$ cat src/rtl/core/wpdb_pkg.sv
// Shared types, constants and the softening table for the dab pixel blend.
package wpdb_pkg;

  localparam int unsigned CfgIdxW  = 3;
  localparam int unsigned ChanW    = 16;
  localparam int unsigned ContactW = 16;
  localparam int unsigned SfacW    = 18;
  localparam int unsigned NumW     = 29;

  // Mask byte above this value presses the paper
  localparam logic [7:0]  DAB_PRESS_MIN   = 8'd125;
  // Contact below this (0.0001 in Q.16) writes nothing
  localparam logic [15:0] CONTACT_MIN     = 16'd7;
  localparam logic [18:0] HALF_Q16        = 19'd32768;
  // Numerator at which the softening index reaches the last table entry
  localparam logic [NumW-1:0] NUM_SAT     = 29'd376012800;
  // ceil(2^40 / 1275), exact floor for numerators below 2^29
  localparam logic [29:0] RECIP_1275      = 30'd862362062;
  localparam logic [15:0] WET_LIMIT       = 16'd512;
  localparam logic [15:0] CHAN_LIMIT      = 16'hffff;

  typedef enum logic [CfgIdxW-1:0] {
    CFG_RED_PAIR   = 3'd0,
    CFG_GREEN_PAIR = 3'd1,
    CFG_BLUE_PAIR  = 3'd2,
    CFG_WETNESS    = 3'd3,
    CFG_STRENGTH   = 3'd4,
    CFG_MODE       = 3'd5
  } cfg_idx_t;

  typedef struct packed {
    logic [31:0] paint_red_pair;
    logic [31:0] paint_green_pair;
    logic [31:0] paint_blue_pair;
    logic [15:0] paint_wetness;
    logic [15:0] strength_code;
    logic [1:0]  mode_bits;
  } cfg_t;

  typedef struct packed {
    logic [ChanW-1:0] red_dense;
    logic [ChanW-1:0] red_wet;
    logic [ChanW-1:0] green_dense;
    logic [ChanW-1:0] green_wet;
    logic [ChanW-1:0] blue_dense;
    logic [ChanW-1:0] blue_wet;
    logic [ChanW-1:0] wetness;
    logic [ChanW-1:0] dither;
  } pix_t;

  typedef struct packed {
    logic                valid;
    logic                hit;
    logic [ContactW-1:0] contact;
    logic [SfacW-1:0]    sfac_paint;
    logic [SfacW-1:0]    sfac_wet;
  } contact_t;

  // round(32768 * exp(-2 - k / 4)) for k = 0..32
  function automatic logic [12:0] soften_lut(input logic [5:0] k);
    logic [12:0] e;
    case (k)
      6'd0:  e = 13'd4435;
      6'd1:  e = 13'd3454;
      6'd2:  e = 13'd2690;
      6'd3:  e = 13'd2095;
      6'd4:  e = 13'd1631;
      6'd5:  e = 13'd1271;
      6'd6:  e = 13'd990;
      6'd7:  e = 13'd771;
      6'd8:  e = 13'd600;
      6'd9:  e = 13'd467;
      6'd10: e = 13'd364;
      6'd11: e = 13'd283;
      6'd12: e = 13'd221;
      6'd13: e = 13'd172;
      6'd14: e = 13'd134;
      6'd15: e = 13'd104;
      6'd16: e = 13'd81;
      6'd17: e = 13'd63;
      6'd18: e = 13'd49;
      6'd19: e = 13'd38;
      6'd20: e = 13'd30;
      6'd21: e = 13'd23;
      6'd22: e = 13'd18;
      6'd23: e = 13'd14;
      6'd24: e = 13'd11;
      6'd25: e = 13'd9;
      6'd26: e = 13'd7;
      6'd27: e = 13'd5;
      6'd28: e = 13'd4;
      6'd29: e = 13'd3;
      6'd30: e = 13'd2;
      6'd31: e = 13'd2;
      default: e = 13'd1;
    endcase
    return e;
  endfunction

endpackage

$ cat src/rtl/core/wpdb_lane.sv
// Two-stage blend of one channel toward its target colour, dithered and clamped.
module wpdb_lane (
  input  logic                            clk,
  input  logic [wpdb_pkg::ChanW-1:0]      paint,
  input  logic [wpdb_pkg::SfacW-1:0]      sfac,
  input  logic [wpdb_pkg::ContactW-1:0]   contact,
  input  logic                            hit,
  input  logic [wpdb_pkg::ChanW-1:0]      pix,
  input  logic [wpdb_pkg::ChanW-1:0]      dither,
  input  logic [wpdb_pkg::ChanW-1:0]      limit,
  output logic [wpdb_pkg::ChanW-1:0]      result
);
  import wpdb_pkg::*;

  logic [31:0]      pc_r;
  logic [32:0]      vc_r;
  logic [SfacW-1:0] sfac_r;
  logic [ChanW-1:0] pix_r;
  logic [ChanW-1:0] dith_r;
  logic [ChanW-1:0] lim_r;
  logic             hit_r;
  logic [ChanW-1:0] res_r;

  logic [16:0] keep;
  logic [51:0] lo_part;
  logic [33:0] hi_prod;
  logic [51:0] hi_part;
  logic [51:0] tot;
  logic [19:0] whole;
  logic [ChanW-1:0] res_nxt;

  assign keep = 17'd65536 - {1'b0, contact};

  // Stage A: paint times contact, pixel times remainder
  always_ff @(posedge clk) begin
    pc_r   <= {16'b0, paint} * {16'b0, contact};
    vc_r   <= {17'b0, pix} * {16'b0, keep};
    sfac_r <= sfac;
    pix_r  <= pix;
    dith_r <= dither;
    lim_r  <= limit;
    hit_r  <= hit;
  end

  // Stage B: scale by strength split into low half and integer part, then floor
  always_comb begin
    lo_part = {20'b0, pc_r} * {36'b0, sfac_r[15:0]};
    hi_prod = {2'b0, pc_r} * {32'b0, sfac_r[17:16]};
    hi_part = {2'b0, hi_prod, 16'b0};
    tot     = lo_part + hi_part + {3'b0, vc_r, 16'b0} + {20'b0, dith_r, 16'b0};
    whole   = tot[51:32];
    if (!hit_r) begin
      res_nxt = pix_r;
    end else if (whole > {4'b0, lim_r}) begin
      res_nxt = lim_r;
    end else begin
      res_nxt = whole[15:0];
    end
  end

  always_ff @(posedge clk) begin
    res_r <= res_nxt;
  end

  assign result = res_r;

endmodule

$ cat config.mk
export PLATFORM = sky130hd
export DESIGN_NAME = wpdb_lane
export DESIGN_NICKNAME = d
export VERILOG_FILES = /design/src/rtl/core/wpdb_pkg.sv /design/src/rtl/core/wpdb_lane.sv
export SDC_FILE = /design/constraint.sdc
export NUM_CORES = 2
export LEC_CHECK = 0
export BUFFER_PORTS_ARGS = -buffer_cell sky130_fd_sc_hd__buf_4
export CAP_MARGIN = 20
export CORE_MARGIN = 2
export CORE_UTILIZATION = 62
export CTS_CLUSTER_SIZE = 40
export DETAILED_ROUTE_END_ITERATION = 6
export GPL_TIMING_DRIVEN = 0
export PLACE_DENSITY = 0.9
export SKIP_CTS_REPAIR_TIMING = 1
export SYNTH_ARGS = -nofsm -noshare
export SYNTH_HDL_FRONTEND = slang
export SYNTH_SLANG_ARGS = --single-unit
export TNS_END_PERCENT = 5
$ cat constraint.sdc
create_clock -name clk -period 11.7 [get_ports clk]
set_input_delay 1.17 -clock clk [delete_from_list [all_inputs] [get_ports clk]]
set_output_delay 1.17 -clock clk [all_outputs]
set_load 0.01 [all_outputs]
==> flow_summary.toml <==
[placed_design]
post-dp-hpwl_um = 94580
numPortBuffers = 105
globalplace.congestion = 1.004

[clock_tree]
root_buffer = "clkbuf_16"
cts.sink_count = 148
cts_tree = "done"
cts_buffer_depth = 2
clk_pin_slew_ps = 70
cts_inserted_buffers = 17
htreeDepth = 4
clk_latency_ps = 500

[critical_path]
path_class = "reg -> reg"
rr_endpoint = "result[9]"
cp_top_family = "compound AO/OA/AOI/OAI gates"
cp_max_fo = 10
reg2reg_setup_slack_ps = 420
rr_worst_depth = 41
cp-end-kind = "register"
critical_path_required_ps = 12050
start_kind = "register"
r2r_start = "pc_r[2]"
max_stage_delay_ps = 670
cp_num_cells = 41
critPathArrivalTime_ps = 11640
timing.critical_path.mode_cell = "a21o_1"
slowest_stage = "dfxtp_1"
critPathBufInv = 7

[drt]
drtIter0Drc = 3331
dr.pass1.iters = 7
via_count = 32340
drc = 2
ant_nets = 0
wl_um = 112800
viasPerCell = 5.802
wl_per_cell_um = 20.24

[yosys]
ys_types = 70
syn_area_mm2 = 0.04110
ys_ff_latch = 148
synth.most_common_cell = "inv_1"
synth_top_cell_area_share_pct = 43.84
async_flop_share_pct = 0
synthFlopType = "dfxtp_1"
ys_seq_area_share_pct = 7.209
netlist_top_cells_area = "fa_1 44%, ha_1 14%, inv_1 9.4%"
syn-num-nets = 6014
synth_cells = 4568
synth_edf_count = 0
avgSynthCellArea_um2 = 8.997
yosysWarnings = 0
synthTopCellsByCount = "1024 x inv_1, 900 x fa_1, 746 x nand2_1, 446 x ha_1, 413 x and2_1"
synth_top_area_cell = "fa_1"

[global_route]
grt_max_degree = 17
grt_pass1_vias = 34410
grt_pass1_wl_um = 178900
antenna_found_initial = 8
grt.total_usage_pct = 34.15
overflow = 0

[min_path]
hp-class = "reg -> reg"
hold_path.startpoint = "pix_r[4]"
min_to = "result[4]"
hold-path-cell-count = 2

[sta]
post-route-period-util_pct = 96.45
worst_pin_slew_ps = 1210
finalSetupViolations = 0
skew_ps = 18.72
fin_setup_tns_ps = 0
layout_min_cycle_time_ps = 11280
max_slew_margin_pct = 19.31
timing_hold_violations_final = 0
fmax_mhz = 88.61
drv_slew = 0
rsz0062_at_grt = "false"

[floorplan]
ios = 116
core_area_mm2 = 0.06575
num_rows = 94
chipHeight_um = 261.5
dieArea_mm2 = 0.06836
start_util_pct = 62.51
die_w_um = 261.5

[layout]
drive_gt1_share_pct = 3.231
num-nets-final = 6138
area_growth_pct = 5.997

[status]
status = "complete, but fails checks"
violations = "design-rule violations"

[run]
maxCapViolCount = 0
-- worst max path at each step --
stage,from,endpoint,slack (ps)
2_1_floorplan,pc_r[2],result[11],2670
3_3_place_gp,pc_r[2],result[10],720
3_5_place_dp,pc_r[2],result[9],550
4_1_cts,pc_r[2],result[9],460
5_1_grt,pc_r[2],result[10],120
6_report,pc_r[2],result[9],420
-- registers in the layout, indices dropped and copies added, names as in the netlist --
name and flops:
vc_r 33, pix_r 16, lim_r 16, dith_r 16, sfac_r 18, hit_r 1
pc_r 32, result 16
-- placed cells by master (no fill, tap or decap), types with 76 or more instances in the layout --
master    instances
a21oi_1         110
and2_1          413
buf_4           105
clkbuf_1        172
dfxtp_1         148
fa_1            900
ha_1            446
inv_1          1024
nand2_1         746
nor2_1           96
xnor2_1          76
-- worst min-delay path, delay by kind of cell (launching register included) --
family	cells	cell delay, ps
AO/OA/AOI/OAI	1	70
flip-flops	1	310
AND/OR/NAND/NOR	1	50
-- metal layers --
metal | routed length [um] | vias up | GRT usage [%]
li1 | - | 13920 | -
met1 | 40360 | 15970 | 41.88
met2 | 51810 | 1950 | 54.91
met3 | 13440 | 496 | 9.098
met4 | 7156 | 6 | 19.37
met5 | 48 | - | 0
-- cell type report --
cell class / count / area, um2
Antenna cell: 5 / 12.51
Buffer: 189 / 737.0
Clock buffer: 17 / 425.4
Clock inverter: 14 / 147.6
Fill cell: 4781 / 22180
Inverter: 1024 / 3844
Multi-Input combinational cell: 3207 / 33560
Sequential cell: 148 / 2963
Tap cell: 864 / 1081
Timing Repair Buffer: 105 / 788.3
-- metrics by stage --
step	setup slack, ps	cells	util [%]	hold slack, ps	area, um2
floorplan	2672	4568	-	425.2	41100
global placement	724.5	5537	65.35	437.6	42970
detailed placement	553.8	5537	65.36	440.5	42970
CTS	465.0	5568	66.24	456.7	43550
global route	117.5	5570	66.25	475.5	43560
finish	415.1	5573	66.26	462.3	43560
-- logic make-up (layout without fill, tap and decap cells) --
group                    count (synthesis)  count (layout)  share of synthesized area, %
multiplexers                            17              17                        0.4140
XOR/XNOR                               107             107                         2.280
other                                    0               5                             0
adder cells (fa/ha/maj)               1346            1346                         57.42
AND/OR/NAND/NOR                       1388            1388                         15.92
AO/OA/AOI/OAI                          349             349                         5.626
buffers and inverters                 1213            1349                         11.14
flip-flops                             148             148                         7.209
Power is left out: the tool's default activity adds up to more than one toggle a clock period on the data nets, which glitch-free logic cannot reach.
