===== src/rtl/core/wpdb_pkg.sv =====
// Shared types, constants and the softening table for the dab pixel blend.
package wpdb_pkg;

  localparam int unsigned CfgIdxW  = 3;
  localparam int unsigned ChanW    = 16;
  localparam int unsigned ContactW = 16;
  localparam int unsigned SfacW    = 18;
  localparam int unsigned NumW     = 29;

  // Mask byte above this value presses the paper
  localparam logic [7:0]  DAB_PRESS_MIN   = 8'd125;
  // Contact below this (0.0001 in Q.16) writes nothing
  localparam logic [15:0] CONTACT_MIN     = 16'd7;
  localparam logic [18:0] HALF_Q16        = 19'd32768;
  // Numerator at which the softening index reaches the last table entry
  localparam logic [NumW-1:0] NUM_SAT     = 29'd376012800;
  // ceil(2^40 / 1275), exact floor for numerators below 2^29
  localparam logic [29:0] RECIP_1275      = 30'd862362062;
  localparam logic [15:0] WET_LIMIT       = 16'd512;
  localparam logic [15:0] CHAN_LIMIT      = 16'hffff;

  typedef enum logic [CfgIdxW-1:0] {
    CFG_RED_PAIR   = 3'd0,
    CFG_GREEN_PAIR = 3'd1,
    CFG_BLUE_PAIR  = 3'd2,
    CFG_WETNESS    = 3'd3,
    CFG_STRENGTH   = 3'd4,
    CFG_MODE       = 3'd5
  } cfg_idx_t;

  typedef struct packed {
    logic [31:0] paint_red_pair;
    logic [31:0] paint_green_pair;
    logic [31:0] paint_blue_pair;
    logic [15:0] paint_wetness;
    logic [15:0] strength_code;
    logic [1:0]  mode_bits;
  } cfg_t;

  typedef struct packed {
    logic [ChanW-1:0] red_dense;
    logic [ChanW-1:0] red_wet;
    logic [ChanW-1:0] green_dense;
    logic [ChanW-1:0] green_wet;
    logic [ChanW-1:0] blue_dense;
    logic [ChanW-1:0] blue_wet;
    logic [ChanW-1:0] wetness;
    logic [ChanW-1:0] dither;
  } pix_t;

  typedef struct packed {
    logic                valid;
    logic                hit;
    logic [ContactW-1:0] contact;
    logic [SfacW-1:0]    sfac_paint;
    logic [SfacW-1:0]    sfac_wet;
  } contact_t;

  // round(32768 * exp(-2 - k / 4)) for k = 0..32
  function automatic logic [12:0] soften_lut(input logic [5:0] k);
    logic [12:0] e;
    case (k)
      6'd0:  e = 13'd4435;
      6'd1:  e = 13'd3454;
      6'd2:  e = 13'd2690;
      6'd3:  e = 13'd2095;
      6'd4:  e = 13'd1631;
      6'd5:  e = 13'd1271;
      6'd6:  e = 13'd990;
      6'd7:  e = 13'd771;
      6'd8:  e = 13'd600;
      6'd9:  e = 13'd467;
      6'd10: e = 13'd364;
      6'd11: e = 13'd283;
      6'd12: e = 13'd221;
      6'd13: e = 13'd172;
      6'd14: e = 13'd134;
      6'd15: e = 13'd104;
      6'd16: e = 13'd81;
      6'd17: e = 13'd63;
      6'd18: e = 13'd49;
      6'd19: e = 13'd38;
      6'd20: e = 13'd30;
      6'd21: e = 13'd23;
      6'd22: e = 13'd18;
      6'd23: e = 13'd14;
      6'd24: e = 13'd11;
      6'd25: e = 13'd9;
      6'd26: e = 13'd7;
      6'd27: e = 13'd5;
      6'd28: e = 13'd4;
      6'd29: e = 13'd3;
      6'd30: e = 13'd2;
      6'd31: e = 13'd2;
      default: e = 13'd1;
    endcase
    return e;
  endfunction

endpackage


===== src/rtl/core/wpdb_contact.sv =====
// Three-stage contact and strength pipeline: press, divide by 1275, soften.
module wpdb_contact (
  input  logic                clk,
  input  logic                rst_n,
  input  logic                in_valid,
  input  logic [7:0]          dab_level,
  input  logic [15:0]         pen_pressure,
  input  logic [15:0]         absorb_height,
  input  logic [15:0]         absorb_wetness,
  input  wpdb_pkg::cfg_t      cfg,
  output wpdb_pkg::contact_t  res
);
  import wpdb_pkg::*;

  // Stage 1 registers
  logic             v1_r;
  logic             pos1_r;
  logic [NumW-1:0]  n1_r;
  logic [17:0]      s0_1_r;
  logic [17:0]      sq1_r;
  logic [SfacW-1:0] wsf1_r;
  // Stage 2 registers
  logic             v2_r;
  logic             pos2_r;
  logic [18:0]      craw2_r;
  logic [SfacW-1:0] s2_r;
  logic [SfacW-1:0] wsf2_r;
  // Stage 3 registers
  logic                v3_r;
  logic                hit3_r;
  logic [ContactW-1:0] contact3_r;
  logic [SfacW-1:0]    sfp3_r;
  logic [SfacW-1:0]    sfw3_r;

  logic [16:0]        tc;
  logic [17:0]        s0;
  logic [17:0]        sq;
  logic [15:0]        lp;
  logic [13:0]        press;
  logic signed [35:0] num;
  logic [NumW-1:0]    n_sat;
  logic [SfacW-1:0]   wsf;
  logic [58:0]        cprod;
  logic [35:0]        sprod;
  logic [18:0]        dlt;
  logic [5:0]         k;
  logic [12:0]        ea;
  logic [12:0]        eb;
  logic [25:0]        slope;
  logic [12:0]        t;
  logic [15:0]        c_soft;
  logic [15:0]        c_fin;

  // Stage 1: base strength, local pressure, contact numerator
  always_comb begin
    tc = {cfg.strength_code, 1'b0};
    if (tc >= 17'd131070) begin
      s0 = {1'b0, tc} + 18'd2;
    end else if (tc >= 17'd65535) begin
      s0 = {1'b0, tc} + 18'd1;
    end else begin
      s0 = {1'b0, tc};
    end
    sq    = s0 + (cfg.mode_bits[0] ? {2'b0, pen_pressure} : 18'd32768);
    lp    = 16'd49152 + {2'b0, pen_pressure[15:2]};
    press = lp[15:2];
    num   = (dab_level > DAB_PRESS_MIN) ? 36'sd0 + $signed({22'b0, press}) * 36'sd255
                                        : -36'sd16711680;
    num   = num + $signed({3'b0, {1'b0, absorb_height} + {1'b0, absorb_wetness}, 16'b0})
                - 36'sd12582912;
    n_sat = (num >= $signed({7'b0, NUM_SAT})) ? NUM_SAT : num[NumW-1:0];
    wsf   = cfg.mode_bits[1] ? (18'd32768 + {2'b0, lp}) : 18'd65536;
  end

  // Stage 2: reciprocal divide and strength square
  always_comb begin
    cprod = {30'b0, n1_r} * {29'b0, RECIP_1275};
    sprod = {18'b0, s0_1_r} * {18'b0, sq1_r};
  end

  // Stage 3: soften contact above one half by table interpolation
  always_comb begin
    dlt   = craw2_r - HALF_Q16;
    k     = dlt[18:13];
    ea    = soften_lut(k);
    eb    = soften_lut(k + 6'd1);
    slope = {13'b0, ea - eb} * {13'b0, dlt[12:0]};
    t     = (k >= 6'd32) ? soften_lut(6'd32) : (ea - slope[25:13]);
    c_soft = 16'(17'd65536 - {4'b0, t});
    if (!pos2_r) begin
      c_fin = '0;
    end else if (craw2_r > HALF_Q16) begin
      c_fin = c_soft;
    end else begin
      c_fin = craw2_r[15:0];
    end
  end

  always_ff @(posedge clk) begin
    if (!rst_n) begin
      v1_r <= 1'b0;
      v2_r <= 1'b0;
      v3_r <= 1'b0;
    end else begin
      v1_r <= in_valid;
      v2_r <= v1_r;
      v3_r <= v2_r;
    end
  end

  // Advance payload every cycle
  always_ff @(posedge clk) begin
    pos1_r <= (num > 36'sd0);
    n1_r   <= n_sat;
    s0_1_r <= s0;
    sq1_r  <= sq;
    wsf1_r <= wsf;

    pos2_r  <= pos1_r;
    craw2_r <= cprod[58:40];
    s2_r    <= sprod[34:17];
    wsf2_r  <= wsf1_r;

    hit3_r     <= (c_fin >= CONTACT_MIN);
    contact3_r <= c_fin;
    sfp3_r     <= s2_r;
    sfw3_r     <= wsf2_r;
  end

  assign res = '{valid: v3_r, hit: hit3_r, contact: contact3_r,
                 sfac_paint: sfp3_r, sfac_wet: sfw3_r};

endmodule


===== config.mk =====
export PLATFORM = sky130hd
export DESIGN_NAME = wpdb_contact
export DESIGN_NICKNAME = d
export VERILOG_FILES = /design/src/rtl/core/wpdb_pkg.sv /design/src/rtl/core/wpdb_contact.sv
export SDC_FILE = /design/constraint.sdc
export NUM_CORES = 2
export LEC_CHECK = 0
export ABC_AREA = 1
export BUFFER_PORTS_ARGS = -buffer_cell sky130_fd_sc_hd__buf_2
export CAP_MARGIN = 20
export CORE_UTILIZATION = 59
export CTS_CLUSTER_DIAMETER = 60
export DETAILED_ROUTE_END_ITERATION = 12
export PLACE_DENSITY_LB_ADDON = 0.05
export SLEW_MARGIN = 20
export SYNTH_ARGS = -nofsm -noshare
export SYNTH_HDL_FRONTEND = slang
export SYNTH_SLANG_ARGS = --single-unit

===== constraint.sdc =====
create_clock -name clk -period 10.54 [get_ports clk]
set_clock_uncertainty 0.15 [all_clocks]
set_input_delay 0.527 -clock clk [delete_from_list [all_inputs] [get_ports clk]]
set_output_delay 0.527 -clock clk [all_outputs]
set_load 0.02 [all_outputs]

==> out/qor.csv <==
stage,metric,value,unit
critical_path,endpoint_kind,flip-flop,
critical_path,critPathTopFamily,adder cells,
timing,worst_pin_slew,1.12,ns
floorplanning,fp.dieW,279,µm
yosys,synthArstFlopShare,0,
global_routing,grt_usage,0.294,
clock_tree,clkLatencyLatePin,0.50,ns
clock_tree,cts_buffers,17,
timing,timing.fmax,102,MHz
worst_hold_path,min_path_type,in2reg,
critical_path,slowest_delay,0.54,ns
timing,max_slew_margin,0.252,
floorplanning,die_h,279,µm
global_routing,antenna_found_initial,0,
clock_tree,cts_root_buf,clkbuf_16,
cells_and_area,drive_gt1_frac,0.0636,
critical_path,crit_required,10.74,ns
critical_path,r2r_start,craw2_r[15],
detailed_routing,ant_nets,0,
critical_path,start_kind,flip-flop,
global_routing,grt_overflow,0,
critical_path,critPathMaxFanout,13,
yosys,synth.avg_cell_area,8.12,µm²
timing,fin_crit_sh,0.926,
cells_and_area,n_antenna_cell,0,
critical_path,crit_cells,55,
floorplanning,design.core.area,75800,µm²
clock_tree,htree_levels,4,
cells_and_area,mostFrequentLayoutCell,inv_1,
place,gp_congestion,0.963,
place,place_inst,6697,
clock_tree,cts_tree,done,
critical_path,rrSetupSlack,0.78,ns
place,numPortBuffers,126,
critical_path,critPathCapture,hit3_r,
yosys,yosys.area.top_type_share,0.357,
floorplanning,boundaryPins,243,
yosys,synth-seq-cells,187,
global_routing,grt_max_degree,25,
clock_tree,hold_buffers,0,
job,drv_cap,0,
critical_path,worstRegToRegCells,55,
detailed_routing,first_pass_iters,6,
critical_path,crit_top_cell,nand2_1,
detailed_routing,wl_per_cell,16.4,µm
clock_tree,cts.sinks,187,
timing,period_minus_slack,9.76,ns
floorplanning,dieArea,77700,µm²
clock_tree,clk_pin_slew,0.09,ns
yosys,synth_edf_count,0,
cells_and_area,num-nets-final,7422,
cells_and_area,stdcell_count,6730,
floorplanning,start_util,0.596,
yosys,synth_top_cell_by_area,fa_1,
yosys,seq_area_frac_synth,0.0828,
place,dpl.hpwl,93600,µm
yosys,syn_area,45200,µm²
status,status,completed,
detailed_routing,vias,35300,
timing,holdWs,0.0647,ns
critical_path,r2r_end,hit3_r,
critical_path,arrival,9.96,ns
cells_and_area,final_util,0.638,
timing,hold_viol_final,0,
detailed_routing,postRouteWirelength,110000,µm
global_routing,grt_pass1_vias,35900,
yosys,synthFlopType,dfxtp_1,
detailed_routing,drt_iter0_markers,1910,
global_routing,grt_pass1_wl,181000,µm
yosys,synth_cell_types,57,
cells_and_area,final_cell_mix,"inv_1, nand2_1, fa_1",
detailed_routing,drc,0,
critical_path,crit_slowest_cell,fa_1,
timing,tns,0,ns
yosys,ys_top_cells_by_area,"fa_1, ha_1, inv_1",
detailed_routing,via_per_inst,5.25,
clock_tree,clk_path_buf_depth,2,
critical_path,critPathBufInv,11,
cells_and_area,area_delta_synth_final,7.03,%
worst_hold_path,min_path_cells,3,
critical_path,startpoint,craw2_r[15],
yosys,syn-instance-count,5564,
timing,setup_viol,0,
timing,drv_slew,0,
floorplanning,num_rows,101,
yosys,synth_warnings,0,
critical_path,crit_type,reg2reg,
## cell usage after synthesis (8+ instances only)
library cell,instances
dfxtp_1,187
o211ai_1,15
nand2_1,951
nor4_1,12
inv_1,1540
a31oi_1,23
a21o_1,13
nand3_2,9
o21ai_0,145
nand3_1,140
or2_2,9
ha_1,689
o31ai_1,8
clkbuf_1,100
fa_1,805
nor2_1,341
o21bai_1,13
a21oi_1,272
nand4_1,43
nor3_1,34
o21a_1,11
xor2_1,70
a21boi_0,11
xnor2_1,37
## stage by stage
step | instance area, µm² | setup WS [ns]
2_1_floorplan | 45200 | 0.753
3_3_place_gp | 47700 | 0.619
3_5_place_dp | 47700 | 0.488
4_1_cts | 48300 | 0.422
5_1_grt | 48400 | -0.0128
6_report | 48400 | 0.778
## final cells by class
class | count | area, µm²
Sequential cell | 187 | 3740
Clock inverter | 15 | 174
Multi-Input combinational cell | 3710 | 35200
Fill cell | 6854 | 27500
Timing Repair Buffer | 271 | 1730
Clock buffer | 17 | 425
Inverter | 1552 | 5830
Tap cell | 978 | 1220
## cell families (layout without fill, tap and decap cells)
logic type / after synthesis / count (layout) / share of synthesized area
buffers and inverters: 1668 / 1855 / 0.140
and+or+nand+nor: 1569 / 1569 / 0.143
adders and majority gates: 1494 / 1494 / 0.547
AOI/OAI and AO/OA: 534 / 534 / 0.0652
DFF: 187 / 187 / 0.0828
xor gates and xnor gates: 109 / 109 / 0.0217
other: 2 / 3 / 0.000166
muxes: 1 / 1 / 0.000249
## registers in the layout, indices dropped and copies added, names as in the netlist
name,count
v3_r,1
wsf1_r,15
contact3_r,16
sfp3_r,18
v1_r,1
craw2_r,19
s2_r,18
hit3_r,1
sfw3_r,15
sq1_r,18
pos1_r,1
wsf2_r,15
n1_r,29
s0_1_r,18
pos2_r,1
v2_r,1
## worst min-delay path, stage by stage
cell and delay (ns):
buf_2 0.07, nand2_1 0.04, inv_1 0.04
## how the worst min path moves through the flow
stage	startpoint	slack (ns)	endpoint
finish	in_valid	0.06	v1_r
global route	in_valid	0.07	v1_r
CTS	in_valid	0.03	v1_r
detailed placement	wsf2_r[10]	0.16	sfw3_r[10]
global placement	wsf1_r[0]	0.16	wsf2_r[0]
floorplan	pos1_r	0.16	pos2_r
## repair_timing
action                                  CTS  global route
gates resized for setup                   0            22
buffers inserted                          0             1
endpoints found under the setup margin    0            10
## layer usage
layer | vias to the layer above | global-route usage | part of all wire
met1 | 17300 | 0.391 | 0.43
met3 | 141 | 0.0274 | 0.049
met5 | - | 0 | 0
li1 | 17100 | - | -
met2 | 868 | 0.516 | 0.50
met4 | 0 | 0.0700 | 0.022
Power is left out: the tool's default activity adds up to more than one toggle a clock period on the data nets, which glitch-free logic cannot reach.
