**config.mk**
```make
export PLATFORM = sky130hd
export DESIGN_NAME = wpdb_cfg
export DESIGN_NICKNAME = d
export VERILOG_FILES = /design/src/rtl/core/wpdb_pkg.sv /design/src/rtl/core/wpdb_cfg.sv
export SDC_FILE = /design/constraint.sdc
export NUM_CORES = 1
export LEC_CHECK = 0
export ABC_CLOCK_PERIOD_IN_PS = 800
export BUFFER_PORTS_ARGS = -buffer_cell sky130_fd_sc_hd__buf_2
export CORE_ASPECT_RATIO = 1.1
export CORE_UTILIZATION = 36
export DETAILED_ROUTE_END_ITERATION = 8
export PLACE_DENSITY = 0.65
export SYNTH_ARGS = -nofsm -noshare
export SYNTH_HDL_FRONTEND = slang
export SYNTH_SLANG_ARGS = --single-unit
```
**constraint.sdc**
```tcl
create_clock -name clk -period 0.8 [get_ports clk]
set_input_delay 0 -clock clk [delete_from_list [all_inputs] [get_ports clk]]
set_output_delay 0 -clock clk [all_outputs]
set_load 0.02 [all_outputs]
```
**src/rtl/core/wpdb_pkg.sv**
```systemverilog
// Shared types, constants and the softening table for the dab pixel blend.
package wpdb_pkg;

  localparam int unsigned CfgIdxW  = 3;
  localparam int unsigned ChanW    = 16;
  localparam int unsigned ContactW = 16;
  localparam int unsigned SfacW    = 18;
  localparam int unsigned NumW     = 29;

  // Mask byte above this value presses the paper
  localparam logic [7:0]  DAB_PRESS_MIN   = 8'd125;
  // Contact below this (0.0001 in Q.16) writes nothing
  localparam logic [15:0] CONTACT_MIN     = 16'd7;
  localparam logic [18:0] HALF_Q16        = 19'd32768;
  // Numerator at which the softening index reaches the last table entry
  localparam logic [NumW-1:0] NUM_SAT     = 29'd376012800;
  // ceil(2^40 / 1275), exact floor for numerators below 2^29
  localparam logic [29:0] RECIP_1275      = 30'd862362062;
  localparam logic [15:0] WET_LIMIT       = 16'd512;
  localparam logic [15:0] CHAN_LIMIT      = 16'hffff;

  typedef enum logic [CfgIdxW-1:0] {
    CFG_RED_PAIR   = 3'd0,
    CFG_GREEN_PAIR = 3'd1,
    CFG_BLUE_PAIR  = 3'd2,
    CFG_WETNESS    = 3'd3,
    CFG_STRENGTH   = 3'd4,
    CFG_MODE       = 3'd5
  } cfg_idx_t;

  typedef struct packed {
    logic [31:0] paint_red_pair;
    logic [31:0] paint_green_pair;
    logic [31:0] paint_blue_pair;
    logic [15:0] paint_wetness;
    logic [15:0] strength_code;
    logic [1:0]  mode_bits;
  } cfg_t;

  typedef struct packed {
    logic [ChanW-1:0] red_dense;
    logic [ChanW-1:0] red_wet;
    logic [ChanW-1:0] green_dense;
    logic [ChanW-1:0] green_wet;
    logic [ChanW-1:0] blue_dense;
    logic [ChanW-1:0] blue_wet;
    logic [ChanW-1:0] wetness;
    logic [ChanW-1:0] dither;
  } pix_t;

  typedef struct packed {
    logic                valid;
    logic                hit;
    logic [ContactW-1:0] contact;
    logic [SfacW-1:0]    sfac_paint;
    logic [SfacW-1:0]    sfac_wet;
  } contact_t;

  // round(32768 * exp(-2 - k / 4)) for k = 0..32
  function automatic logic [12:0] soften_lut(input logic [5:0] k);
    logic [12:0] e;
    case (k)
      6'd0:  e = 13'd4435;
      6'd1:  e = 13'd3454;
      6'd2:  e = 13'd2690;
      6'd3:  e = 13'd2095;
      6'd4:  e = 13'd1631;
      6'd5:  e = 13'd1271;
      6'd6:  e = 13'd990;
      6'd7:  e = 13'd771;
      6'd8:  e = 13'd600;
      6'd9:  e = 13'd467;
      6'd10: e = 13'd364;
      6'd11: e = 13'd283;
      6'd12: e = 13'd221;
      6'd13: e = 13'd172;
      6'd14: e = 13'd134;
      6'd15: e = 13'd104;
      6'd16: e = 13'd81;
      6'd17: e = 13'd63;
      6'd18: e = 13'd49;
      6'd19: e = 13'd38;
      6'd20: e = 13'd30;
      6'd21: e = 13'd23;
      6'd22: e = 13'd18;
      6'd23: e = 13'd14;
      6'd24: e = 13'd11;
      6'd25: e = 13'd9;
      6'd26: e = 13'd7;
      6'd27: e = 13'd5;
      6'd28: e = 13'd4;
      6'd29: e = 13'd3;
      6'd30: e = 13'd2;
      6'd31: e = 13'd2;
      default: e = 13'd1;
    endcase
    return e;
  endfunction

endpackage

```
**src/rtl/core/wpdb_cfg.sv**
```systemverilog
// Configuration register file for the dab pixel blend.
module wpdb_cfg (
  input  logic                        clk,
  input  logic                        rst_n,
  input  logic                        cfg_valid,
  output logic                        cfg_ready,
  input  logic [wpdb_pkg::CfgIdxW-1:0] cfg_index,
  input  logic [31:0]                 cfg_data,
  output wpdb_pkg::cfg_t              cfg
);
  import wpdb_pkg::*;

  cfg_t cfg_r;
  cfg_t cfg_nxt;

  assign cfg_ready = 1'b1;
  assign cfg         = cfg_r;

  // Decode the write word into its register
  always_comb begin
    cfg_nxt = cfg_r;
    if (cfg_valid) begin
      case (cfg_index)
        CFG_RED_PAIR:   cfg_nxt.paint_red_pair   = cfg_data;
        CFG_GREEN_PAIR: cfg_nxt.paint_green_pair = cfg_data;
        CFG_BLUE_PAIR:  cfg_nxt.paint_blue_pair  = cfg_data;
        CFG_WETNESS:    cfg_nxt.paint_wetness    = cfg_data[15:0];
        CFG_STRENGTH:   cfg_nxt.strength_code    = cfg_data[15:0];
        CFG_MODE:       cfg_nxt.mode_bits        = cfg_data[1:0];
        default:        cfg_nxt = cfg_r;
      endcase
    end
  end

  always_ff @(posedge clk) begin
    if (!rst_n) begin
      cfg_r <= '0;
    end else begin
      cfg_r <= cfg_nxt;
    end
  end

endmodule

```
==> metrics, run 1 <==
Synth top area share ~54%; Hold Path Stages 3; Crit Path Class register to output pin; library cells used by synthesis 12; setup violators final 130; Final Max Tran Viols 0; hold path endpoint cfg[36]; Clock Path Buffers 2; CP top delay family flip-flops; outcome finished, violations left; Critical Path End Type output pin; Die ar. ~0.014 mm^2; min Tclk post-route 0.883 ns; Seq/Total Area, Yosys roughly 54%; Max Freq about 1.1 GHz; setup slack, reg-to-reg around 0.010 ns; fin crit share 110%; Fin Setup TNS -7.26 ns; htree depth 4; synth top area cells dfxtp_1 54%, mux2i_1 27%, nand2_1 13%; setup slack at placement -0.297 ns; Worst R2R Path Depth 4; I/O Pins 169; routed wire length roughly 15 mm; vias approximately 4,200; RSZ-0062 raised after global routing true; Leak just under 4 nW; num rows 43; max-cap viol count 0; register bit count reported by yosys 130; Die H around 120 um; Mapped Nets between 500 and 600; worst flop-to-flop path endpoint cfg[12]; grt ovf 0; Initial Util between 30% and 40%; CTS tree built; IO Port Bufs ~170; CTS Sinks 130; core area about 0.013 mm^2; Post-Synthesis Cells between 400 and 500; RR Startpoint cfg[12]; die width 112 um; largest net degree at the start of global routing 33; Max stage delay on crit path ~0.35 ns; # nets final 763; CTS clk-pin slew, worst paths about 0.060 ns; Hold Crit Class primary input to register; Startpoint Class register; CTS buffer count 17; Hold Crit Start cfg_data[2]; yosys warns 0; layout cell share with drive strength beyond 1 about 57%; final hold viol count 0; multi-input gate area in the final layout between 0.002 and 0.0025 mm^2; ant diodes 0; Arr. time, crit path roughly 0.9 ns; Root Buffer clkbuf_16; Pwr Density between 1500 and 2000 mW/mm^2; VDD IR max between 0.001 and 0.0015 V; Via-to-Cell Ratio roughly 4.7; CP max FO 2; Post-DP HPWL around 8.8 mm; Post-DRT Antenna Nets 0; fillers 921; Crit-path slowest cell dfxtp_2; register area approximately 0.0028 mm^2; critical path, cell by cell buf_6; vias in the first global route 4,323; clk_lat worst skew about 0.4 ns; Cell Area, Synth between 0.004 and 0.005 mm^2; gr usage total 20.6%; max FFs per register 130; cell accounting for the most synthesized area dfxtp_1; first-pass GRT wire length 22.0 mm; failing checks design-rule violations, negative setup slack; skew final 0 ns; slack of the critical path -0.0827 ns; DRC viols 14; Mean Syn Cell Area between 10 and 15 um^2; DR iter-0 viols 182; first-pass iteration count of the detailed router 6; initial antenna violation count 0; required time of the critical path 0.80 ns; drt wl/cell ~16 um; RD Place Congestion ~0.74; Area growth syn-to-layout 71.2%; Worst Path Buf+Inv 1
==> cell usage after synthesis <==
cell type / count
dfxtp_1: 130
buf_6: 7
nor4b_4: 1
clkbuf_1: 11
nand4b_1: 2
mux2i_1: 130
nand2_1: 162
nand4bb_1: 2
buf_2: 8
conb_1: 1
and4bb_2: 1
buf_4: 8
==> where the power goes <==
group	internal (mW)	switching [mW]	leakage [nW]
combinational	0.763	0.744	2.50
sequential	6.65	0.111	1.12
clock	4.83	2.94	0.273
total	12.2	3.80	3.89
==> metrics by stage <==
| step | hold WS, ns | instance area [um^2] | power (mW) | utilization, % | std cells |
|---|---|---|---|---|---|
| after floorplan | 0.183 | 4820 | 7.48 | - | 463 |
| after global placement | 0.295 | 5980 | 7.94 | 46.7 | 785 |
| after detailed placement | 0.313 | 5980 | 7.97 | 46.7 | 785 |
| after CTS | 0.000184 | 7990 | 16.1 | 62.4 | 865 |
| after global routing | 0.0212 | 8240 | 16.5 | 64.3 | 895 |
| final | 0.0172 | 8240 | 16.0 | 64.3 | 895 |
==> placed cells by master, fill, tap and decap left out <==
cell type / count
nor4b_4: 1
nand4bb_1: 1
buf_2: 36
nand2_2: 5
clkinv_2: 2
mux2i_1: 130
buf_6: 133
and4bb_2: 1
nand2_1: 157
clkinvlp_4: 7
buf_12: 8
clkbuf_16: 17
bufinv_16: 2
nand4b_1: 2
clkbuf_8: 3
conb_1: 1
inv_6: 1
dlygate4sd3_1: 28
buf_4: 72
dfxtp_2: 130
nand4bb_4: 1
==> how the worst max path moves through the flow <==
stage	from	endpoint	slack, ns	cells past startpoint
floorplan	cfg_index[1]	cfg[100]	-0.09	3
global placement	cfg_index[1]	cfg[7]	-0.27	5
detailed placement	cfg_index[1]	cfg[111]	-0.30	4
CTS	cfg[59]	cfg[59]	-0.1	1
global route	cfg[59]	cfg[59]	-0.11	1
finish	cfg[20]	cfg[20]	-0.08	1
==> cell families (layout without fill, tap and decap cells) <==
| logic type | count (synthesis) | count (layout) | synth area share [%] |
|---|---|---|---|
| flops | 130 | 130 | 54.1 |
| mux | 130 | 130 | 27.0 |
| buf+inv | 34 | 309 | 4.58 |
| other cells | 1 | 1 | 0.0779 |
| simple gates | 168 | 168 | 14.2 |
==> final cells by class <==
| type | count | area share [%] |
|---|---|---|
| multi-input cells | 299 | 24.5 |
| repair buffers | 277 | 32.3 |
| clock buffers | 20 | 5.67 |
| clock inverters | 12 | 1.60 |
| flip-flops and latches | 130 | 33.6 |
| well taps | 157 | 2.38 |
==> timing repair <==
| action | in CTS | in global routing |
|---|---|---|
| endpoints found under the setup margin | 130 | 130 |
| hold buffers | 28 | 0 |
| buffers inserted | 20 | 30 |
| pin swaps | 0 | 0 |
| gates resized for setup | 390 | 8 |
| hold endpoints to repair | 94 | 0 |
==> per-layer routing <==
layer / GRT usage, % / routed length, um / vias up
met5: 0 / 0 / -
met4: 6.83 / 182 / 0
met3: 6.86 / 1050 / 19
met2: 37.9 / 7560 / 152
met1: 22.4 / 5890 / 2020
li1: - / - / 2057
(Power assumes the default switching activity.)
==> inputs of run 2 (changes only) <==
--- a/config.mk
+++ b/config.mk
@@ -10,6 +10,7 @@
 export CORE_ASPECT_RATIO = 1.1
 export CORE_UTILIZATION = 36
 export DETAILED_ROUTE_END_ITERATION = 8
+export HOLD_SLACK_MARGIN = 0.02
 export PLACE_DENSITY = 0.65
 export SYNTH_ARGS = -nofsm -noshare
 export SYNTH_HDL_FRONTEND = slang
==> metrics, run 2 (synthesized netlist as in run 1, its figures left out) <==
outcome finished, violations left; Final Max Tran Viols 0 (unchanged); min Tclk post-route 0.877 ns (-0.00554 ns); CTS tree built; fin cells 899 (+0.45%); required time of the critical path 0.80 ns (about the same); drt wl/cell 16.4 um (+0.27%); sequential power share 42.1% (about the same); Die H 123 um (unchanged); slack of the critical path -0.0771 ns (+0.00554 ns); Initial Util 37.6% (unchanged); DRC viols 14 (unchanged); vias 4,261 (+0.31%); critical path, cell by cell buf_6; Post-DRT Antenna Nets 0 (unchanged); clk_lat worst skew 0.40 ns (about the same); core area 0.0128 mm^2 (unchanged); failing checks design-rule violations, negative setup slack; Worst Path Buf+Inv 1 (unchanged); grt ovf 0 (unchanged); final hold slack 0.0273 ns (+0.0101 ns); CP top delay family flip-flops; Pwr Density 1940 mW/mm^2 (-0.30%); Inst Count DP 785 (unchanged); Arr. time, crit path 0.88 ns (about the same); max FFs per register 130 (unchanged); DR iter-0 viols 172 (-5.5%); IO Port Bufs 167 (unchanged); Max Freq 1.14 GHz (+0.63%); Die ar. 0.0138 mm^2 (unchanged); die width 112 um (unchanged); fin crit share 110% (-0.69 points); Hold Crit Class primary input to register; Fin Setup TNS -7.06 ns (+0.199 ns); setup violators final 130 (unchanged); Worst Setup SP cfg[59]; most frequent cells in the layout 157 x nand2_1, 131 x buf_6, 130 x mux2i_1, 130 x dfxtp_2, 75 x buf_4; final hold viol count 0 (unchanged); part of the power in the clock network 48.4% (about the same); VDD IR max 0.00112 V (-0.19%); num rows 43 (unchanged); Clock Path Buffers 2 (unchanged); Hold Crit Start cfg_data[5]; Leak 3.91 nW (+0.42%); ant diodes 0 (unchanged); Int Power 12.3 mW (about the same); initial antenna violation count 0 (unchanged); CTS buffer count 17 (unchanged); first-pass GRT wire length 22.2 mm (+1.1%); Logic pwr share 9.5% (about the same); Max stage delay on crit path 0.35 ns (about the same); htree depth 4 (unchanged); commonest non-fill, non-tap cell in the layout nand2_1; RD Place Congestion 0.741 (unchanged); # nets final 767 (+0.52%); first-pass iteration count of the detailed router 6 (unchanged); net load switching power 3.80 mW (about the same); Post-DP HPWL 8.80 mm (unchanged); Pwr Total 16.0 mW (about the same); I/O Pins 169 (unchanged); Area growth syn-to-layout 71.8%; max-cap viol count 0 (unchanged); layout cell share with drive strength beyond 1 56.6% (-0.17 points); Critical Path End Type output pin; CP max FO 2 (unchanged); Crit-path slowest cell dfxtp_2; CTS clk-pin slew, worst paths 0.06 ns (about the same); Via-to-Cell Ratio 4.74 (-0.14%); largest net degree at the start of global routing 33 (unchanged); vias in the first global route 4,371 (+1.1%); Crit Path Class register to output pin; Util after Layout 64.6% (+0.23 points); skew final 0 ns (unchanged); RSZ-0062 raised after global routing true; gr usage total 20.9% (+0.24 points); routed wire length 14.8 mm (+0.72%); Root Buffer clkbuf_16; CTS Sinks 130 (unchanged); Startpoint Class register; RR Startpoint cfg[44]; Sw Ratio 23.7% (about the same)
run 2: final cells by class:
| cell class | count | area, um^2 |
|---|---|---|
| clock buffer | 20 | 467 |
| clock inverter | 12 | 131 |
| fill | 918 | 4540 |
| multi-input combinational | 299 | 2020 |
| sequential | 130 | 2770 |
| tap | 157 | 196 |
| timing repair buffer | 281 | 2690 |
run 2: worst paths after layout:
check	cells past startpoint	slack [ns]	endpoint
min reg2reg	2	0.46	cfg[112]
max	1	-0.08	cfg[59]
max reg2reg	4	0	cfg[44]
min	3	0.03	cfg[7]
run 2: what timing repair did:
item,in CTS,in global routing
hold buffers,31,0
hold endpoints to repair,119,0
buffers inserted,20,31
pin swaps,0,0
resized for setup,390,6
setup endpoints to repair,130,130
run 2: power groups by stage:
stage | Combinational (mW) | Clock (mW) | Sequential, mW
6_report | 1.52 | 7.77 | 6.76
5_1_grt | 1.61 | 8.20 | 6.77
4_1_cts | 1.44 | 7.89 | 6.75
3_5_place_dp | 1.13 | 0 | 6.83
3_3_place_gp | 1.11 | 0 | 6.83
2_1_floorplan | 0.473 | 0 | 7.00
run 2: through the flow:
stage | setup slack, ns | cell area [um^2]
2_1_floorplan | -0.0883 | 4820
3_3_place_gp | -0.269 | 5980
3_5_place_dp | -0.297 | 5980
4_1_cts | -0.0967 | 8020
5_1_grt | -0.110 | 8270
6_report | -0.0771 | 8270
run 2: metal layers:
layer | vias up | GRT usage (%) | share of wire, %
li1 | 2058 | - | -
met1 | 2024 | 22.8 | 40
met2 | 160 | 38.4 | 51
met3 | 19 | 6.86 | 7.7
met4 | 0 | 6.58 | 1.3
met5 | - | 0 | 0
==> inputs of run 3 (changes only) <==
--- a/config.mk
+++ b/config.mk
@@ -6,12 +6,14 @@
 export NUM_CORES = 1
 export LEC_CHECK = 0
 export ABC_CLOCK_PERIOD_IN_PS = 800
-export BUFFER_PORTS_ARGS = -buffer_cell sky130_fd_sc_hd__buf_2
 export CORE_ASPECT_RATIO = 1.1
+export CORE_MARGIN = 2
 export CORE_UTILIZATION = 36
 export DETAILED_ROUTE_END_ITERATION = 8
+export DONT_BUFFER_PORTS = 1
 export HOLD_SLACK_MARGIN = 0.02
-export PLACE_DENSITY = 0.65
+export PLACE_DENSITY = 0.54
+export SKIP_CTS_REPAIR_TIMING = 1
 export SYNTH_ARGS = -nofsm -noshare
 export SYNTH_HDL_FRONTEND = slang
 export SYNTH_SLANG_ARGS = --single-unit
==> metrics, run 3 (synthesized netlist as in run 1, its figures left out) <==
Final Max Tran Viols 0 (unchanged); CTS Sinks 130 (unchanged); fillers 1,115 (+21%); DRC viols 0 (-14); Arr. time, crit path 0.88 ns (about the same); IO Port Bufs 0 (-100%); Fin Setup TNS -7.53 ns (-0.464 ns); die width 114 um (+1.8%); Initial Util 36.7% (-0.85 points); ant diodes 0 (unchanged); most frequent cells in the layout 162 x nand2_1, 130 x mux2i_1, 130 x dfxtp_2, 130 x buf_6, 21 x buf_4; VDD IR max 0.00137 V (+22%); vias in the first global route 3,528 (-19%); # nets final 643 (-16%); Die ar. 0.0143 mm^2 (+3.4%); largest net degree at the start of global routing 163 (+390%); fin cells 778 (-13%); RSZ-0062 raised after global routing true; critical path, cell by cell buf_6; htree depth 4 (unchanged); Crit Path Class register to output pin; CTS buffer count 17 (unchanged); final hold viol count 130 (+130); Max stage delay on crit path 0.35 ns (about the same); setup slack at placement -0.144 ns (+0.152 ns); Post-DRT Antenna Nets 0 (unchanged); failing checks negative hold slack, negative setup slack; Area growth syn-to-layout 50.4%; Util after Layout 55.2% (-9.3 points); required time of the critical path 0.80 ns (about the same); initial antenna violation count 0 (unchanged); first-pass GRT wire length 18.5 mm (-17%); Clock Path Buffers 2 (unchanged); I/O Pins 169 (unchanged); Inst Count DP 727 (-7.4%); CP top delay family flip-flops; multi-input gate area in the final layout 0.00201 mm^2 (-0.62%); Die H 125 um (+1.6%); Startpoint Class register; first-pass iteration count of the detailed router 4 (-2); grt ovf 0 (unchanged); Leak 3.32 nW (-15%); Pwr Total 14.7 mW (-8.6%); Via-to-Cell Ratio 4.77 (+0.72%); num rows 44 (+2.3%); core area 0.0131 mm^2 (+2.3%); routed wire length 12.4 mm (-16%); CTS clk-pin slew, worst paths 0.05 ns (about the same); DR iter-0 viols 227 (+32%); drt wl/cell 16.0 um (-2.8%); area of placed instances 0.00591 mm^2 (-1.2%); max FFs per register 130 (unchanged); max-cap viol count 0 (unchanged); clk_lat worst skew 0.41 ns (about the same); RD Place Congestion 0.742 (+0.26%); Hold Crit Start rst_n; commonest non-fill, non-tap cell in the layout nand2_1; RR Startpoint cfg[104]; CTS tree built; min Tclk post-route 0.878 ns (+0.000472 ns); Worst Setup SP cfg[104]; Worst Path Buf+Inv 1 (unchanged); register area 0.00277 mm^2 (unchanged); Hold Crit Class primary input to register; gr usage total 16.9% (-4.0 points); outcome finished, violations left; fin crit share 110% (about the same); Critical Path End Type output pin; Post-DP HPWL 8.06 mm (-8.4%); Pwr Density 2030 mW/mm^2 (+4.4%); final hold slack -0.264 ns (-0.291 ns); skew final 0 ns (unchanged); slack of the critical path -0.0776 ns (-0.000472 ns); CP max FO 2 (unchanged); vias 3,714 (-13%); Crit-path slowest cell dfxtp_2; layout cell share with drive strength beyond 1 50.9% (-5.7 points); Root Buffer clkbuf_16; final instance area 0.00724 mm^2 (-12%); setup violators final 130 (unchanged); Max Freq 1.14 GHz (about the same)
==> run 3: final cells by class <==
| class | count | area share (%) |
|---|---|---|
| Timing Repair Buffer | 157 | 24.1 |
| Tap cell | 161 | 2.78 |
| Sequential cell | 130 | 38.2 |
| Clock buffer | 25 | 6.43 |
| Multi-Input combinational cell | 299 | 27.7 |
| Clock inverter | 6 | 0.795 |
==> run 3: path summary, 6_finish.rpt <==
check             endpoint  slack, ns  depth (start not counted)
setup / recovery  cfg[104]      -0.08                          1
setup reg to reg  cfg[104]       0.09                          3
hold / removal     cfg[86]      -0.26                          2
hold reg to reg   cfg[117]       0.46                          2
==> run 3: metal layers <==
layer | GRT usage (%) | wire [um] | up-vias
met3 | 7.56 | 990 | 22
met5 | 0 | 0 | -
met1 | 19.4 | 5230 | 1750
met2 | 27.3 | 5980 | 130
li1 | - | - | 1812
met4 | 6.53 | 226 | 0
==> run 3: power by group <==
group / leakage (nW) / internal [mW] / switching, mW
registers: 1.12 / 6.65 / 0.105
clock network: 0.255 / 4.31 / 2.61
logic: 1.95 / 0.478 / 0.506
total: 3.32 / 11.4 / 3.22
